### config.mk
export PLATFORM = sky130hd
export DESIGN_NAME = text_console_char_engine_core_flat
export DESIGN_NICKNAME = d
export VERILOG_FILES = /design/src/tcce_pkg.sv /design/src/tcce_if.sv /design/src/tcce_ctrl.sv /design/src/tcce_datapath.sv /design/src/text_console_char_engine_core.sv /design/src/flat_wrapper.sv
export SDC_FILE = /design/constraint.sdc
export NUM_CORES = 1
export LEC_CHECK = 0
export BUFFER_PORTS_ARGS = -buffer_cell sky130_fd_sc_hd__buf_2
export CAP_MARGIN = 20
export CORE_MARGIN = 2
export CORE_UTILIZATION = 50
export DETAILED_ROUTE_END_ITERATION = 8
export MAX_ROUTING_LAYER = met4
export PLACE_DENSITY = 0.73
export SYNTH_ARGS = -nofsm -noshare
export SYNTH_HDL_FRONTEND = slang
export SYNTH_HIERARCHICAL = 1
export SYNTH_SLANG_ARGS = --single-unit
### constraint.sdc
create_clock -name clk -period 3.5 [get_ports clk]
set_input_delay 0.7 -clock clk [delete_from_list [all_inputs] [get_ports clk]]
set_output_delay 0.7 -clock clk [all_outputs]
set_load 0.02 [all_outputs]
### src/tcce_pkg.sv
// Shared types, character codes and color helpers of the text console character engine.
`default_nettype none

package tcce_pkg;

  // Geometry defaults.
  localparam int DEF_COLUMNS = 80;
  localparam int DEF_ROWS    = 25;

  // Result field widths.
  localparam int KIND_W  = 2;
  localparam int INDEX_W = 11;
  localparam int CHAR_W  = 8;
  localparam int ATTR_W  = 8;

  // Result kinds.
  localparam logic [KIND_W-1:0] KIND_WRITE  = 2'd0;
  localparam logic [KIND_W-1:0] KIND_SCROLL = 2'd1;
  localparam logic [KIND_W-1:0] KIND_CURSOR = 2'd2;

  // Character codes.
  localparam logic [7:0] CH_ESC   = 8'h1B;
  localparam logic [7:0] CH_NL    = 8'h0A;
  localparam logic [7:0] CH_CR    = 8'h0D;
  localparam logic [7:0] CH_BS    = 8'h08;
  localparam logic [7:0] CH_TAB   = 8'h09;
  localparam logic [7:0] CH_SPACE = 8'h20;
  localparam logic [7:0] CH_M     = 8'h6D;
  localparam logic [7:0] CH_ZERO  = 8'h30;
  localparam logic [7:0] CH_NINE  = 8'h39;

  // Escape parser phases.
  localparam logic [1:0] PH_TEXT  = 2'd0;
  localparam logic [1:0] PH_DROP  = 2'd1;
  localparam logic [1:0] PH_CODES = 2'd2;

  localparam logic [3:0] SEQ_FG_RESET = 4'd7;
  localparam logic [3:0] SEQ_BG_RESET = 4'd0;
  localparam logic [7:0] ATTR_RESET   = 8'h07;
  localparam logic [2:0] TAB_STOP     = 3'd4;

  typedef struct packed {
    logic [3:0] fg;
    logic [3:0] bg;
  } colors_t;

  // Commands from the controller to the datapath.
  typedef struct packed {
    logic accept;
    logic write_step;
    logic scroll;
    logic report;
  } tcce_cmd_t;

  // Status from the datapath to the controller.
  typedef struct packed {
    logic has_writes;
    logic write_last;
    logic drop_write;
    logic over;
    logic slot_free;
  } tcce_status_t;

  // ANSI color index order is red, green, blue from bit 0; VGA has blue at bit 0.
  function automatic logic [2:0] ansi_to_vga(input logic [2:0] idx);
    return {idx[0], idx[1], idx[2]};
  endfunction

  function automatic colors_t apply_code(input logic [7:0] c, input colors_t cur);
    colors_t r;
    logic [7:0] off;
    r = cur;
    off = 8'd0;
    if (c inside {[8'd30:8'd37]}) begin
      off = c - 8'd30;
      r.fg = {1'b0, ansi_to_vga(off[2:0])};
    end else if (c inside {[8'd40:8'd47]}) begin
      off = c - 8'd40;
      r.bg = {1'b0, ansi_to_vga(off[2:0])};
    end else if (c inside {[8'd90:8'd97]}) begin
      off = c - 8'd90;
      r.fg = {1'b1, ansi_to_vga(off[2:0])};
    end else if (c inside {[8'd100:8'd107]}) begin
      off = c - 8'd100;
      r.bg = {1'b1, ansi_to_vga(off[2:0])};
    end
    return r;
  endfunction

endpackage

`default_nettype wire

### src/tcce_if.sv
// Valid/ready channel interfaces for character items and result items.
`default_nettype none

interface tcce_char_if;
  logic       valid;
  logic       ready;
  logic [7:0] char_byte;

  modport source (output valid, output char_byte, input ready);
  modport sink (input valid, input char_byte, output ready);
endinterface

interface tcce_result_if;
  import tcce_pkg::*;
  logic               valid;
  logic               ready;
  logic [KIND_W-1:0]  result_kind;
  logic [INDEX_W-1:0] cell_index;
  logic [CHAR_W-1:0]  char_code;
  logic [ATTR_W-1:0]  attr;
  logic [INDEX_W-1:0] cursor_index;
  logic               last;

  modport source (output valid, output result_kind, output cell_index, output char_code,
                  output attr, output cursor_index, output last, input ready);
  modport sink (input valid, input result_kind, input cell_index, input char_code,
                input attr, input cursor_index, input last, output ready);
endinterface

`default_nettype wire

### src/tcce_ctrl.sv
// Controller state machine that sequences the results of one character item.
`default_nettype none

module tcce_ctrl (
  input  wire logic                  clk,
  input  wire logic                  rst,
  input  wire logic                  in_valid,
  output logic                       in_ready,
  input  wire tcce_pkg::tcce_status_t status,
  output tcce_pkg::tcce_cmd_t        cmd
);
  import tcce_pkg::*;

  typedef enum logic [3:0] {
    ST_IDLE   = 4'b0001,
    ST_WRITE  = 4'b0010,
    ST_SCROLL = 4'b0100,
    ST_REPORT = 4'b1000
  } state_t;

  state_t state, state_next;

  always_ff @(posedge clk) begin
    if (rst) begin
      state <= ST_IDLE;
    end else begin
      state <= state_next;
    end
  end

  always_comb begin
    state_next = state;
    cmd        = '0;
    in_ready   = 1'b0;
    case (state)
      ST_IDLE: begin
        in_ready   = 1'b1;
        cmd.accept = in_valid;
        if (in_valid) begin
          state_next = status.has_writes ? ST_WRITE : ST_SCROLL;
        end
      end
      ST_WRITE: begin
        // A write past the screen end is dropped and needs no output slot.
        if (status.slot_free || status.drop_write) begin
          cmd.write_step = 1'b1;
          if (status.write_last) begin
            state_next = ST_SCROLL;
          end
        end
      end
      ST_SCROLL: begin
        if (!status.over) begin
          state_next = ST_REPORT;
        end else if (status.slot_free) begin
          cmd.scroll = 1'b1;
          state_next = ST_REPORT;
        end
      end
      ST_REPORT: begin
        if (status.slot_free) begin
          cmd.report = 1'b1;
          state_next = ST_IDLE;
        end
      end
      default: begin
        state_next = ST_IDLE;
      end
    endcase
  end

endmodule

`default_nettype wire

### src/tcce_datapath.sv
// Datapath: cursor, escape parser, color state and the result output register.
`default_nettype none

module tcce_datapath #(
  parameter int COLUMNS = tcce_pkg::DEF_COLUMNS,
  parameter int ROWS    = tcce_pkg::DEF_ROWS
) (
  input  wire logic                  clk,
  input  wire logic                  rst,
  input  wire logic [7:0]            char_byte,
  input  wire tcce_pkg::tcce_cmd_t   cmd,
  output tcce_pkg::tcce_status_t     status,
  tcce_result_if.source              result_out
);
  import tcce_pkg::*;

  localparam int CELLS  = COLUMNS * ROWS;
  localparam int CELL_W = $clog2(CELLS + COLUMNS);
  localparam int COL_W  = $clog2(COLUMNS);
  localparam int ROW_W  = $clog2(ROWS + 1);
  localparam int WIDE_W = (CELL_W > INDEX_W) ? CELL_W : INDEX_W;

  // Cursor kept both as a linear cell and as row and column.
  logic [CELL_W-1:0] cur_cell, cur_cell_next;
  logic [COL_W-1:0]  col, col_next;
  logic [ROW_W-1:0]  row, row_next;

  logic [1:0]  phase, phase_next;
  logic [7:0]  accum, accum_next;
  colors_t     seq, seq_next;
  logic [7:0]  cur_attr, cur_attr_next;

  logic [2:0]  wr_count, wr_count_next;
  logic        op_bs, op_print;
  logic [7:0]  byte_q;

  logic        out_valid;
  logic        load;
  logic        is_digit;
  logic        is_text_write;
  colors_t     applied;
  logic [WIDE_W-1:0] cell_wide;

  assign is_digit      = (char_byte inside {[CH_ZERO:CH_NINE]});
  assign is_text_write = (char_byte != CH_ESC) && (char_byte != CH_NL) && (char_byte != CH_CR);
  assign applied       = apply_code(accum, seq);
  assign cell_wide     = WIDE_W'(cur_cell);

  assign status.has_writes = (phase == PH_TEXT) && is_text_write;
  assign status.write_last = (wr_count == 3'd1);
  assign status.drop_write = (row == ROW_W'(ROWS));
  assign status.over       = (row == ROW_W'(ROWS));
  assign status.slot_free  = !out_valid || result_out.ready;

  assign load = (cmd.write_step && !status.drop_write) || cmd.scroll || cmd.report;

  always_comb begin
    cur_cell_next = cur_cell;
    col_next      = col;
    row_next      = row;
    phase_next    = phase;
    accum_next    = accum;
    seq_next      = seq;
    cur_attr_next = cur_attr;
    wr_count_next = wr_count;

    if (cmd.accept) begin
      case (phase)
        PH_DROP: begin
          phase_next = PH_CODES;
        end
        PH_CODES: begin
          if (is_digit) begin
            accum_next = accum * 8'd10 + {4'd0, char_byte[3:0]};
          end else begin
            seq_next   = applied;
            accum_next = 8'd0;
            if (char_byte == CH_M) begin
              cur_attr_next = {applied.bg, applied.fg};
              phase_next    = PH_TEXT;
            end
          end
        end
        PH_TEXT: begin
          wr_count_next = 3'd1;
          if (char_byte == CH_ESC) begin
            phase_next = PH_DROP;
            accum_next = 8'd0;
            seq_next   = '{fg: SEQ_FG_RESET, bg: SEQ_BG_RESET};
          end else if (char_byte == CH_NL) begin
            cur_cell_next = cur_cell - CELL_W'(col) + CELL_W'(COLUMNS);
            col_next      = '0;
            row_next      = row + 1'b1;
          end else if (char_byte == CH_CR) begin
            cur_cell_next = cur_cell - CELL_W'(col);
            col_next      = '0;
          end else if (char_byte == CH_BS) begin
            // Clamped at the top left cell.
            if (cur_cell != '0) begin
              cur_cell_next = cur_cell - 1'b1;
              if (col == '0) begin
                col_next = COL_W'(COLUMNS - 1);
                row_next = row - 1'b1;
              end else begin
                col_next = col - 1'b1;
              end
            end
          end else if (char_byte == CH_TAB) begin
            wr_count_next = TAB_STOP - {1'b0, col[1:0]};
          end
        end
        default: begin
          phase_next = PH_TEXT;
        end
      endcase
    end

    if (cmd.write_step) begin
      wr_count_next = wr_count - 1'b1;
      if (!op_bs) begin
        cur_cell_next = cur_cell + 1'b1;
        if (col == COL_W'(COLUMNS - 1)) begin
          col_next = '0;
          row_next = row + 1'b1;
        end else begin
          col_next = col + 1'b1;
        end
      end
    end

    if (cmd.scroll) begin
      cur_cell_next = cur_cell - CELL_W'(COLUMNS);
      row_next      = row - 1'b1;
    end
  end

  always_ff @(posedge clk) begin
    if (rst) begin
      cur_cell  <= '0;
      col       <= '0;
      row       <= '0;
      phase     <= PH_TEXT;
      accum     <= 8'd0;
      seq       <= '{fg: SEQ_FG_RESET, bg: SEQ_BG_RESET};
      cur_attr  <= ATTR_RESET;
      wr_count  <= 3'd0;
      out_valid <= 1'b0;
    end else begin
      cur_cell  <= cur_cell_next;
      col       <= col_next;
      row       <= row_next;
      phase     <= phase_next;
      accum     <= accum_next;
      seq       <= seq_next;
      cur_attr  <= cur_attr_next;
      wr_count  <= wr_count_next;
      if (load) begin
        out_valid <= 1'b1;
      end else if (result_out.ready) begin
        out_valid <= 1'b0;
      end
    end
  end

  // Item details captured at accept; payload needs no reset.
  always_ff @(posedge clk) begin
    if (cmd.accept) begin
      byte_q   <= char_byte;
      op_bs    <= (char_byte == CH_BS);
      op_print <= (char_byte != CH_BS) && (char_byte != CH_TAB);
    end
  end

  always_ff @(posedge clk) begin
    if (load) begin
      result_out.attr <= cur_attr;
      if (cmd.write_step) begin
        result_out.result_kind  <= KIND_WRITE;
        result_out.cell_index   <= cell_wide[INDEX_W-1:0];
        result_out.char_code    <= op_print ? byte_q : CH_SPACE;
        result_out.cursor_index <= '0;
        result_out.last         <= 1'b0;
      end else if (cmd.scroll) begin
        result_out.result_kind  <= KIND_SCROLL;
        result_out.cell_index   <= '0;
        result_out.char_code    <= 8'd0;
        result_out.cursor_index <= '0;
        result_out.last         <= 1'b0;
      end else begin
        result_out.result_kind  <= KIND_CURSOR;
        result_out.cell_index   <= '0;
        result_out.char_code    <= 8'd0;
        result_out.cursor_index <= cell_wide[INDEX_W-1:0];
        result_out.last         <= 1'b1;
      end
    end
  end

  assign result_out.valid = out_valid;

endmodule

`default_nettype wire

### src/text_console_char_engine_core.sv
// Top level of the text console character engine: controller plus datapath.
//
// The block takes one raw character byte per item on char_in and gives its results
// on result_out; both are valid/ready channels, an item moving when valid and ready
// are high at a rising clock edge. Each character item yields zero to four cell
// writes (printables, backspace, tab), then a scroll result if the cursor ran past
// the screen end, and always ends with a cursor report flagged by last.
// Escape sequences (ESC, one dropped byte, decimal codes, 'm') only change the
// attribute and produce just the cursor report.
// One item is in work at a time: the controller takes the byte, then steps
// through its cell writes one at a time, then the scroll check and the cursor
// report, so that sequence sets the rate.
// A result sits in a single output register; the next item is taken while the
// cursor report of the previous one still waits there.
// When the receiver stalls, the sequence holds until the output register frees.
// Synchronous reset puts the cursor at the top left cell, sets the attribute to
// light gray on black, clears the escape parser and empties the output register.

`default_nettype none

module text_console_char_engine_core #(
  parameter int COLUMNS = tcce_pkg::DEF_COLUMNS,
  parameter int ROWS    = tcce_pkg::DEF_ROWS
) (
  input wire logic       clk,
  input wire logic       rst,
  tcce_char_if.sink      char_in,
  tcce_result_if.source  result_out
);
  import tcce_pkg::*;

  tcce_cmd_t    cmd;
  tcce_status_t status;
  logic         in_ready;

  assign char_in.ready = in_ready;

  tcce_ctrl u_ctrl (
    .clk      (clk),
    .rst      (rst),
    .in_valid (char_in.valid),
    .in_ready (in_ready),
    .status   (status),
    .cmd      (cmd)
  );

  tcce_datapath #(
    .COLUMNS (COLUMNS),
    .ROWS    (ROWS)
  ) u_datapath (
    .clk        (clk),
    .rst        (rst),
    .char_byte  (char_in.char_byte),
    .cmd        (cmd),
    .status     (status),
    .result_out (result_out)
  );

endmodule

`default_nettype wire

### src/flat_wrapper.sv
// flat-port wrapper written by rule: the top's interface ports become plain ports
module text_console_char_engine_core_flat import tcce_pkg::*;
#(
  parameter int COLUMNS = tcce_pkg::DEF_COLUMNS,
  parameter int ROWS    = tcce_pkg::DEF_ROWS
)
  (clk, rst, char_in_valid, char_in_char_byte, char_in_ready, result_out_valid, result_out_result_kind, result_out_cell_index, result_out_char_code, result_out_attr, result_out_cursor_index, result_out_last, result_out_ready);
  tcce_char_if char_in_i ();
  tcce_result_if result_out_i ();
  input wire logic clk;
  input wire logic rst;
  input wire logic [$bits(char_in_i.valid)-1:0] char_in_valid;
  input wire logic [$bits(char_in_i.char_byte)-1:0] char_in_char_byte;
  output wire logic [$bits(char_in_i.ready)-1:0] char_in_ready;
  output wire logic [$bits(result_out_i.valid)-1:0] result_out_valid;
  output wire logic [$bits(result_out_i.result_kind)-1:0] result_out_result_kind;
  output wire logic [$bits(result_out_i.cell_index)-1:0] result_out_cell_index;
  output wire logic [$bits(result_out_i.char_code)-1:0] result_out_char_code;
  output wire logic [$bits(result_out_i.attr)-1:0] result_out_attr;
  output wire logic [$bits(result_out_i.cursor_index)-1:0] result_out_cursor_index;
  output wire logic [$bits(result_out_i.last)-1:0] result_out_last;
  input wire logic [$bits(result_out_i.ready)-1:0] result_out_ready;
  assign char_in_i.valid = char_in_valid;
  assign char_in_i.char_byte = char_in_char_byte;
  assign char_in_ready = char_in_i.ready;
  assign result_out_valid = result_out_i.valid;
  assign result_out_result_kind = result_out_i.result_kind;
  assign result_out_cell_index = result_out_i.cell_index;
  assign result_out_char_code = result_out_i.char_code;
  assign result_out_attr = result_out_i.attr;
  assign result_out_cursor_index = result_out_i.cursor_index;
  assign result_out_last = result_out_i.last;
  assign result_out_i.ready = result_out_ready;
  text_console_char_engine_core #(.COLUMNS(COLUMNS), .ROWS(ROWS)) u_core (.clk(clk), .rst(rst), .char_in(char_in_i), .result_out(result_out_i));
endmodule
-- Word level (Yosys, flattened, before mapping)
Index checks and enable logic that the tools add are counted.
- flip-flop bits (word level): 109
- input port bits: 12
- output and inout port bits: 43
- $add $sub $neg: 16
- $mul: 1
- order comparisons: 10
- equal/unequal tests: 28
- muxes and demuxes: 79
- bitwise gates (word level): 1
- reductions and logical operators: 31
- operators with widths (kind ; count):
    12-bit two-way mux ; 10
    7-bit two-way mux ; 11
    5-bit two-way mux ; 12
    4-bit two-way mux ; 13
    8-bit by 4-bit == test with 1-bit output, second input constant ; 4
    8-bit two-way mux ; 4
    8-bit by 4-bit inequality test with 1-bit output, second input constant ; 4
    8-bit case mux with 2 select lines ; 2
    3-bit two-way mux ; 9
    8-bit by 6-bit less-or-equal comparator with 1-bit output, second input constant ; 3
    8-bit by 6-bit >= comparator with 1-bit output, second input constant ; 2
    8-bit by 7-bit >= comparator with 1-bit output, second input constant ; 2
    8-bit by 7-bit less-or-equal comparator with 1-bit output, second input constant ; 2
    4-bit case mux with 4 select lines ; 1
    12-bit by 1-bit adder with 12-bit output, second input constant ; 1
    12-bit by 7-bit adder with 12-bit output, second input constant ; 1
    4-bit AND reduction ; 3
    12-bit nonzero test ; 1
    12-bit by 1-bit subtractor with 12-bit output, second input constant ; 1
    12-bit by 7-bit subtractor with 12-bit output ; 1
    12-bit by 7-bit subtractor with 12-bit output, second input constant ; 1
    1-bit two-way mux ; 11
    1-bit logical AND ; 10
    2-bit inequality test, second input constant ; 5
    38 further kinds ; 52

-- Depth between registers and ports, before layout
Gate-level depths: netlist of run 1.
- word-level depth: 13
- gate-level depth with buffers: 15

-- Hierarchy
Netlist of run 1, hierarchy kept.
- by module, submodules not included (module ; times used ; cells an instance ; area each (um^2) ; seq. area each (um^2)):
    tcce_datapath ; 1 ; 754 ; 6751.5 ; 2582.5
    tcce_ctrl ; 1 ; 40 ; 344.1 ; 80.1

-- Worst setup path before layout of run 1
Ideal clock, no wire load.
- kind: reg2reg
- start point: register u_core.u_ctrl.state[2]
- end point: register u_core.u_datapath.cur_cell[9], in the netlist u_core/u_datapath/cell_wide[9]
- library setup time: 0.126 ns
- arrival time: 2.981 ns
- required time: 3.374 ns
- path slack: 0.393 ns
- stages on the path, launching flop included: 10
- path buffers: 1
- cell sequence: dfxtp_1 > nor4b_2 > and2_1 > nor3b_2 > o21a_1 > buf_2 > o21ai_0 > a221oi_1 > a2bb2oi_1 > o41ai_2
- RTL lines (element ; RTL line ; source):
    start: declaration ; tcce_ctrl.sv:21 ; state_t state, state_next;
    start signal: assignment ; tcce_ctrl.sv:27 ; state <= state_next;
    end signal: assignment ; tcce_datapath.sv:149 ; cur_cell <= cur_cell_next;
    end: declaration ; tcce_datapath.sv:24 ; logic [CELL_W-1:0] cur_cell, cur_cell_next;

-- Worst setup path after layout of run 1
- start point: register u_core.u_datapath.cur_cell[0], in the netlist u_core/u_datapath/cell_wide[0]
- end point: register u_core.u_datapath.cur_cell[9], in the netlist u_core/u_datapath/cell_wide[9]
- word-level cells in the longest chain between the ends: 11
- elaborated cells between the ends (all ways): 16
- RTL lines (element ; RTL line ; source):
    branches (longest 10 deep; another with 12-bit by 7-bit subtractor with 12-bit output) ; - ;
    12-bit two-way mux (*) ; tcce_datapath.sv:131 ; if (cmd.scroll) begin
Every way passes the cells marked *.
A chain may end at the register's enable or synchronous reset.

==> flow_summary.ini, run 1 <==
[status]
status = completed

[place]
dp_hpwl_um = 13100
place_congestion = 0.977
portBuffers = 54
dp_cells = 999

[run]
drv_cap = 0

[clock_tree]
post_cts_buffers = 0
clock_path_buffers = 2
h-tree-depth = 3
root_buffer = clkbuf_16
cts_resized = 0
cts_hold_buf = 0
clk_latency_ps = 360
numCtsBuffers = 9
tritoncts = yes
clock_sinks = 108
path_clk_slew_ps = 80

[floorplanning]
initial_core_util = 0.511
die-area_sq_um = 15200
rows = 43
die_h_um = 123
coreArea_sq_um = 13900
die_w_um = 123
io_pins = 55

[finish]
final_nets = 876
instances_no_fill = 1015
ff_latch_area_sq_um = 2660
area_growth_pct = 10.3
antennaDiodeCount = 0
layout_commonest_cell = nor2_1
multi_input_area_sq_um = 4110
mostFrequentLayoutCells = 78 x nor2_1, 58 x dfxtp_1, 56 x nand2_1
drive_gt1_frac = 0.163
fillCellCount = 1245

[sta]
setup_tns_ps = 0
hold_viol_final = 0
hold_ws_ps = 438
slew_headroom = 0.545
slew_violations = 0
post-route-min-period_ps = 3100
worst_pin_slew_ps = 679
finalClockSkew_ps = 12.8
finalSetupViolCount = 0
fmaxAchievable_mhz = 323
rsz0062_at_grt = false
final.period_utilization = 0.886

[setup_path]
slowest_stage = or4_1
required_ps = 3730
path_buf_inv = 2
path_cells = inv_1 > ha_1 > inv_1 > fa_1 > a211oi_1 > o21ai_1 > a311oi_2 > xnor2_1 > or4_1 > a2bb2oi_1 > o41ai_2
crit_path_start_kind = flip-flop
worstPathArrival_ps = 3330
cpMostUsedCell = inv_1
crit_family = compound AO/OA/AOI/OAI gates
cp_max_fo = 8
end_kind = flip-flop
critPathMaxStageDelay_ps = 470
critPathKind = reg -> reg

[power_and_ir_drop]
cellLeakagePower_nw = 3.01
p_total_mw = 4.01
power-per-cell-area_nw_per_um2 = 512
vdd_drop_max_mv = 0.259

[synth]
syn_area_sq_um = 7100
yosys-top-cells-area = edfxtp_1 21%, dfxtp_1 16%, ha_1 5.5%, nor2_1 4.2%, a21oi_1 3.6%
ys_ff_latch = 108
postSynthNetCount = 840
yosysUniqueCellTypes = 91
synth_top_area_frac = 0.212
yosysWarnings = 6
avgSynthCellArea_sq_um = 8.94
yosysSeqAreaShare = 0.375
async_flop_share = 0
synth_enable_flop_cells = 50
synth_top_cell_by_area = edfxtp_1
synth_flop_cell = dfxtp_1
syn_inst = 794

[worst_hold_path]
holdCritPathClass = reg -> reg

[detailed_routing]
dr_total_vias = 6193
wl_per_cell_um = 17.6
drtIter0Drc = 631
ant_nets = 0
vias_per_cell = 6.10
drt_pass1_iterations = 5
totalWireLength_um = 17900
drc = 0

[global_route]
grt_pass1_wl_um = 29200
grt_pass1_vias = 5689
grt_overflow = 0
grt_usage = 0.253
antenna_found_initial = 0
grt_max_degree = 31
flip-flops by register name (all words and copies together) (netlist names):
name and flops:
u_core/u_datapath/op_bs 1, u_core/u_datapath/cell_wide 12, u_core/u_datapath/seq 8, u_core/u_datapath/cur_attr 8, u_core/u_datapath/result_out.cell_index 11, u_core/u_datapath/result_out.cursor_index 11
u_core/u_datapath/result_out.char_code 8, u_core/u_datapath/result_out.valid 1, u_core/u_datapath/accum 8, u_core/u_datapath/byte_q 8, u_core/u_datapath/result_out.result_kind 2, u_core/u_datapath/result_out.attr 8
u_core/u_ctrl/state 4, u_core/u_datapath/phase 2, u_core/u_datapath/op_print 1, u_core/u_datapath/col 7, u_core/u_datapath/row 5, u_core/u_datapath/wr_count 3
power breakdown:
group / leakage, nW / switching, mW / internal (mW) / total, mW
clock network: 0.144 / 0.524 / 0.507 / 1.03
registers: 0.927 / 0.113 / 1.47 / 1.58
logic: 1.94 / 0.869 / 0.522 / 1.39
Yosys cell counts, types with 6 or more instances:
master    instances
nor2_1           79
nor3_1           26
inv_1            29
o22ai_1           7
a31oi_1          10
mux2_2            6
edfxtp_1         50
xnor2_1          22
o211ai_1          7
buf_2             6
clkbuf_1         33
and3_1           18
nand3_1          12
nand2b_1         11
nor2b_1          11
a21o_1            6
dfxtp_1          58
and2_1           25
a22oi_1           8
xor2_1           17
a211oi_1          9
mux2i_1          10
a21oi_1          51
o21a_1            6
nand4_1          14
nor4_1            8
o21ai_0          32
nand2_1          56
ha_1             31
per-stage QoR:
stage / instance area (sq um) / worst slack, ps / util
finish: 7830 / 400 / 0.564
global route: 7830 / 182 / 0.564
CTS: 7830 / 423 / 0.564
detailed placement: 7520 / 440 / 0.542
global placement: 7520 / 542 / 0.542
floorplan: 7100 / 393 / -
area by class of cell:
class                      count  share of cell area
clock inverter                 7             0.00991
timing repair buffer          73              0.0528
multi-input combinational    607               0.525
clock buffer                   9              0.0288
tap                          180              0.0288
inverter                      31              0.0149
sequential                   108               0.340
cell families after synthesis:
group                    Yosys count  synth area share
flip-flops                       108             0.375
XOR/XNOR                          39            0.0481
adder cells (fa/ha/maj)           34            0.0631
multiplexers                      17            0.0257
AO/OA/AOI/OAI                    203             0.198
buffers and inverters             79            0.0466
AND/OR/NAND/NOR                  314             0.244
per-layer routing:
layer	track usage	wire, um
met1	0.354	8340
met4	0.100	360
met5	-	0
met3	0.0470	1460
met2	0.362	7740
worst paths after layout:
path                                                                  start                                             end  slack, ps  cells past startpoint
worst max-delay path            u_core/u_datapath/cell_wide[0]$_SDFFE_PP0N_       u_core/u_datapath/cell_wide[9]$_SDFF_PP0_        400                     11
worst min-delay path             u_core/u_datapath/cur_attr[5]$_SDFFE_PP0P_  u_core/u_datapath/result_out.attr[5]$_DFFE_PP_        440                      0
worst max register to register  u_core/u_datapath/cell_wide[0]$_SDFFE_PP0N_       u_core/u_datapath/cell_wide[9]$_SDFF_PP0_        400                     11
worst min register to register   u_core/u_datapath/cur_attr[5]$_SDFFE_PP0P_  u_core/u_datapath/result_out.attr[5]$_DFFE_PP_        440                      0
Note: power is estimated with default switching activity, not from simulation.
==> run 2, diff against run 1 <==
--- a/config.mk
+++ b/config.mk
@@ -7,7 +7,7 @@
 export LEC_CHECK = 0
 export BUFFER_PORTS_ARGS = -buffer_cell sky130_fd_sc_hd__buf_2
 export CAP_MARGIN = 20
-export CORE_MARGIN = 2
+export CORE_MARGIN = 1.5
 export CORE_UTILIZATION = 50
 export DETAILED_ROUTE_END_ITERATION = 8
 export MAX_ROUTING_LAYER = met4
==> run 2 against run 1 <==
Worst setup slack got worse by 100 ps. Highest routed layer unchanged. Sequential share of layout area about the same. Critical path type unchanged. First-iteration DRC count rose by 9.0%. Largest power group unchanged. Global-route usage fell by 0.35 points. Register-to-register slack got worse by 100 ps. Combinational power is 4% lower. Cell area about the same.
==> flow_summary.ini, run 2 (synthesized netlist as in run 1, its figures left out) <==
[status]
status = completed

[power_and_ir_drop]
p_switching_mw = 1.50
seqPwrFrac = 0.399
combPwrFrac = 0.332
power_frac_clock = 0.269
cellLeakagePower_nw = 3.01
vdd_drop_max_mv = 0.257
power-per-cell-area_nw_per_um2 = 511
swShare = 0.376
internal_power_mw = 2.50

[run]
drv_cap = 0

[worst_hold_path]
holdCritPathClass = reg -> reg
min_to = u_core/u_datapath/result_out.attr[1]$_DFFE_PP_
min_path_cells = 0
hp-start = u_core/u_datapath/cur_attr[1]$_SDFFE_PP1P_

[finish]
fillCellCount = 1234
drive_gt1_frac = 0.162
mostFrequentLayoutCells = 78 x nor2_1, 58 x dfxtp_1, 56 x nand2_1
area_growth_pct = 10.3
multi_input_area_sq_um = 4110
largest_register_ffs = 12
final_util = 0.564
antennaDiodeCount = 0
ff_latch_area_sq_um = 2660
design_area_sq_um = 7830
layout_commonest_cell = nor2_1
final_nets = 875

[detailed_routing]
drc = 0
drtIter0Drc = 688
vias_per_cell = 6.07
totalWireLength_um = 17700
dr_total_vias = 6158
wl_per_cell_um = 17.5
drt_pass1_iterations = 5
ant_nets = 0

[floorplanning]
rows = 43
io_pins = 55
coreArea_sq_um = 13900
die-area_sq_um = 14900
initial_core_util = 0.511
die_h_um = 122
die_w_um = 122

[place]
dpl_cell_area_sq_um = 7510
place_congestion = 0.983
dp_hpwl_um = 12700
dpl_worst_slack_ps = 419
portBuffers = 54

[setup_path]
worstPathArrival_ps = 3430
end_kind = flip-flop
required_ps = 3720
r2r-end = u_core/u_datapath/cell_wide[9]$_SDFF_PP0_
rr_startpoint = u_core/u_datapath/cell_wide[0]$_SDFFE_PP0N_
crit_path_start_kind = flip-flop
critPathKind = reg -> reg
cp_max_fo = 8
reg2regPathDepth = 11
r2r_setup_slack_ps = 300

[global_route]
grt_pass1_vias = 5641
grt.busiest_layer = met2
grt_usage = 0.250
grt_overflow = 0
grt_max_degree = 32
grt_pass1_wl_um = 28700
met3_usage = 0.0454
antenna_found_initial = 0
use_met2 = 0.360
gr-usage-met1 = 0.353

[sta]
finalClockSkew_ps = 9.73
rsz0062_at_grt = false
setup_tns_ps = 0
fmaxAchievable_mhz = 312
slew_headroom = 0.469
slew_violations = 0
hold_ws_ps = 438
setup_ws_ps = 295
final.period_utilization = 0.916
hold_viol_final = 0
finalSetupViolCount = 0
worst_pin_slew_ps = 795
post-route-min-period_ps = 3200

[clock_tree]
tritoncts = yes
cts_resized = 0
post_cts_buffers = 0
path_clk_slew_ps = 80
clk_latency_ps = 360
clock_sinks = 108
root_buffer = clkbuf_16
h-tree-depth = 3
cts_hold_buf = 0
clock_path_buffers = 2
numCtsBuffers = 9
[run 2: layer usage]
layer  share of wire  vias up
met3           0.077       28
li1                -     2995
met4           0.018        0
met1            0.47     2879
met5               0        -
met2            0.43      256
[run 2: worst max-delay path: stages, from the launching register on]
cell       delay, ps
dfxtp_1          380
inv_1            150
ha_1             210
inv_1             60
fa_1             420
a211oi_1         310
o21ai_1          160
a311oi_2         400
xnor2_1          180
or4_1            500
a2bb2oi_1        200
o41ai_2           90
[run 2: power groups by stage]
stage	Clock (mW)	Sequential, mW	Combinational (mW)
3_5_place_dp	0	1.62	1.29
6_report	1.08	1.60	1.33
2_1_floorplan	0	1.62	0.970
5_1_grt	1.13	1.61	1.45
4_1_cts	1.09	1.59	1.30
3_3_place_gp	0	1.62	1.29
[run 2: how the worst max path moves through the flow]
stage / from / endpoint / slack, ps / depth (start not counted)
after floorplan: u_core/u_ctrl/state[2]$_SDFFE_PP0P_ / u_core/u_datapath/cell_wide[9]$_SDFF_PP0_ / 390 / 9
after CTS: u_core/u_datapath/cell_wide[0]$_SDFFE_PP0N_ / u_core/u_datapath/cell_wide[9]$_SDFF_PP0_ / 390 / 11
after detailed placement: u_core/u_datapath/cell_wide[0]$_SDFFE_PP0N_ / u_core/u_datapath/cell_wide[9]$_SDFF_PP0_ / 420 / 11
after global placement: u_core/u_datapath/cell_wide[0]$_SDFFE_PP0N_ / u_core/u_datapath/cell_wide[9]$_SDFF_PP0_ / 500 / 11
final: u_core/u_datapath/cell_wide[0]$_SDFFE_PP0N_ / u_core/u_datapath/cell_wide[9]$_SDFF_PP0_ / 300 / 11
after global routing: u_core/u_datapath/cell_wide[0]$_SDFFE_PP0N_ / u_core/u_datapath/cell_wide[9]$_SDFF_PP0_ / 110 / 11
[run 2: layout make-up]
| type | instances | share of cell area |
|---|---|---|
| Clock buffer | 9 | 0.0288 |
| Clock inverter | 7 | 0.0113 |
| Multi-Input combinational cell | 607 | 0.524 |
| Timing Repair Buffer | 72 | 0.0518 |
| Tap cell | 180 | 0.0288 |
| Inverter | 31 | 0.0149 |
| Sequential cell | 108 | 0.340 |
[run 2: per-stage QoR]
| stage | total power [mW] | instances |
|---|---|---|
| floorplan | 2.59 | 794 |
| global placement | 2.91 | 998 |
| detailed placement | 2.92 | 998 |
| CTS | 3.98 | 1014 |
| global route | 4.20 | 1014 |
| finish | 4.00 | 1014 |
==> run 3, diff against run 2 <==
--- a/config.mk
+++ b/config.mk
@@ -8,10 +8,10 @@
 export BUFFER_PORTS_ARGS = -buffer_cell sky130_fd_sc_hd__buf_2
 export CAP_MARGIN = 20
 export CORE_MARGIN = 1.5
-export CORE_UTILIZATION = 50
+export CORE_UTILIZATION = 61
 export DETAILED_ROUTE_END_ITERATION = 8
 export MAX_ROUTING_LAYER = met4
-export PLACE_DENSITY = 0.73
+export PLACE_DENSITY = 0.86
 export SYNTH_ARGS = -nofsm -noshare
 export SYNTH_HDL_FRONTEND = slang
 export SYNTH_HIERARCHICAL = 1
==> run 3 against run 2 <==
Cell count shrank 3.5%. Non-clock buffer count grew 2. Via count rose by 3.9%. Sequential power is essentially flat. Die area decreased by 18%. Clock skew down 2.5 ps. Largest cell class unchanged.
==> flow_summary.ini, run 3 (synthesized netlist as in run 1, its figures left out) <==
[status]
status = completed

[detailed_routing]
ant_nets = 0
totalWireLength_um = 19100
drtIter0Drc = 650
drt_pass1_iterations = 7
wl_per_cell_um = 19.5
drc = 0
vias_per_cell = 6.53
dr_total_vias = 6397

[finish]
final_nets = 877
largest_register_ffs = 12
drive_gt1_frac = 0.164
mostFrequentLayoutCells = 78 x nor2_1, 58 x dfxtp_1, 56 x nand2_1
area_growth_pct = 9.96
final_util = 0.686
fillCellCount = 860
layout_commonest_cell = nor2_1
antennaDiodeCount = 0
instances_no_fill = 979

[sta]
hold_viol_final = 0
finalSetupViolCount = 0
final.period_utilization = 0.892
setup_tns_ps = 0
finalClockSkew_ps = 7.26
slew_headroom = 0.469
fmaxAchievable_mhz = 320
post-route-min-period_ps = 3120
worst_pin_slew_ps = 796
rsz0062_at_grt = false
hold_ws_ps = 437
slew_violations = 0

[setup_path]
required_ps = 3730
crit_family = compound AO/OA/AOI/OAI gates
r2r_setup_slack_ps = 380
critPathMaxStageDelay_ps = 480
worstPathArrival_ps = 3350
path_cells = inv_1 > ha_1 > inv_1 > fa_1 > a211oi_1 > o21ai_1 > a311oi_2 > xnor2_1 > or4_1 > a2bb2oi_1 > o41ai_2
slowest_stage = or4_1
cpMostUsedCell = inv_1
cp_max_fo = 8
critPathKind = reg -> reg
path_buf_inv = 2
cp_num_cells = 11
reg2regPathDepth = 11
crit_path_start_kind = flip-flop
end_kind = flip-flop

[clock_tree]
numCtsBuffers = 9
cts_resized = 0
clock_sinks = 108
root_buffer = clkbuf_16
post_cts_buffers = 0
clk_latency_ps = 360
tritoncts = yes
cts_hold_buf = 0
h-tree-depth = 3
clock_path_buffers = 2
path_clk_slew_ps = 80

[worst_hold_path]
min_path_cells = 0
holdCritPathClass = reg -> reg

[floorplanning]
coreArea_sq_um = 11400
die_w_um = 111
die_h_um = 111
io_pins = 55
die-area_sq_um = 12300
initial_core_util = 0.624
rows = 39

[place]
dp_hpwl_um = 13700
place_congestion = 0.975
dp_cells = 963
portBuffers = 54

[power_and_ir_drop]
power-per-cell-area_nw_per_um2 = 521
cellLeakagePower_nw = 3.02
vdd_drop_max_mv = 0.773
p_total_mw = 4.07

[global_route]
grt_pass1_wl_um = 31500
antenna_found_initial = 0
grt_pass1_vias = 6189
grt_usage = 0.327
grt_max_degree = 41
grt_overflow = 0

[run]
drv_cap = 0
[run 3: cell count changes in the layout (fill, tap and decap cells not counted)]
cell / change
buf_4: +2
bufinv_16: +1
clkinv_4: +1
clkinv_8: -1
clkinvlp_4: +1
inv_12: -1
inv_6: -1
[run 3: final timing paths]
check	start	endpoint
max	u_core/u_datapath/cell_wide[0]$_SDFFE_PP0N_	u_core/u_datapath/cell_wide[9]$_SDFF_PP0_
max reg2reg	u_core/u_datapath/cell_wide[0]$_SDFFE_PP0N_	u_core/u_datapath/cell_wide[9]$_SDFF_PP0_
min reg2reg	u_core/u_datapath/cur_attr[7]$_SDFFE_PP0P_	u_core/u_datapath/result_out.attr[7]$_DFFE_PP_
min	u_core/u_datapath/cur_attr[7]$_SDFFE_PP0P_	u_core/u_datapath/result_out.attr[7]$_DFFE_PP_
[run 3: worst reg2reg max path, cell delays in order (launching register included)]
cell	delay, ps
dfxtp_1	370
inv_1	140
ha_1	210
inv_1	60
fa_1	420
a211oi_1	260
o21ai_1	160
a311oi_2	420
xnor2_1	180
or4_1	480
a2bb2oi_1	210
o41ai_2	90
[run 3: stage by stage]
step	worst slack [ps]	area, sq um
after floorplan	393	7100
after global placement	508	7480
after detailed placement	441	7480
after CTS	421	7800
after global routing	176	7800
final	377	7800
[run 3: cell type report]
type	count	area, sq um	area share
Clock buffer	9	225	0.0289
Timing Repair Buffer	74	420	0.0539
Multi-Input combinational cell	607	4110	0.526
Tap cell	143	179	0.0229
Clock inverter	7	93.8	0.0120
Sequential cell	108	2660	0.341
Inverter	31	116	0.0149
[run 3: per-layer routing]
layer | routed length (um) | up-vias | GRT usage
li1 | - | 2995 | -
met1 | 8340 | 3059 | 0.438
met2 | 8740 | 307 | 0.494
met3 | 1590 | 36 | 0.0672
met4 | 389 | 0 | 0.116
met5 | 0 | - | -
[run 3: report_power, final]
part	internal, mW	switching (mW)
sequential	1.47	0.131
combinational	0.521	0.861
clock	0.574	0.509
total	2.57	1.50
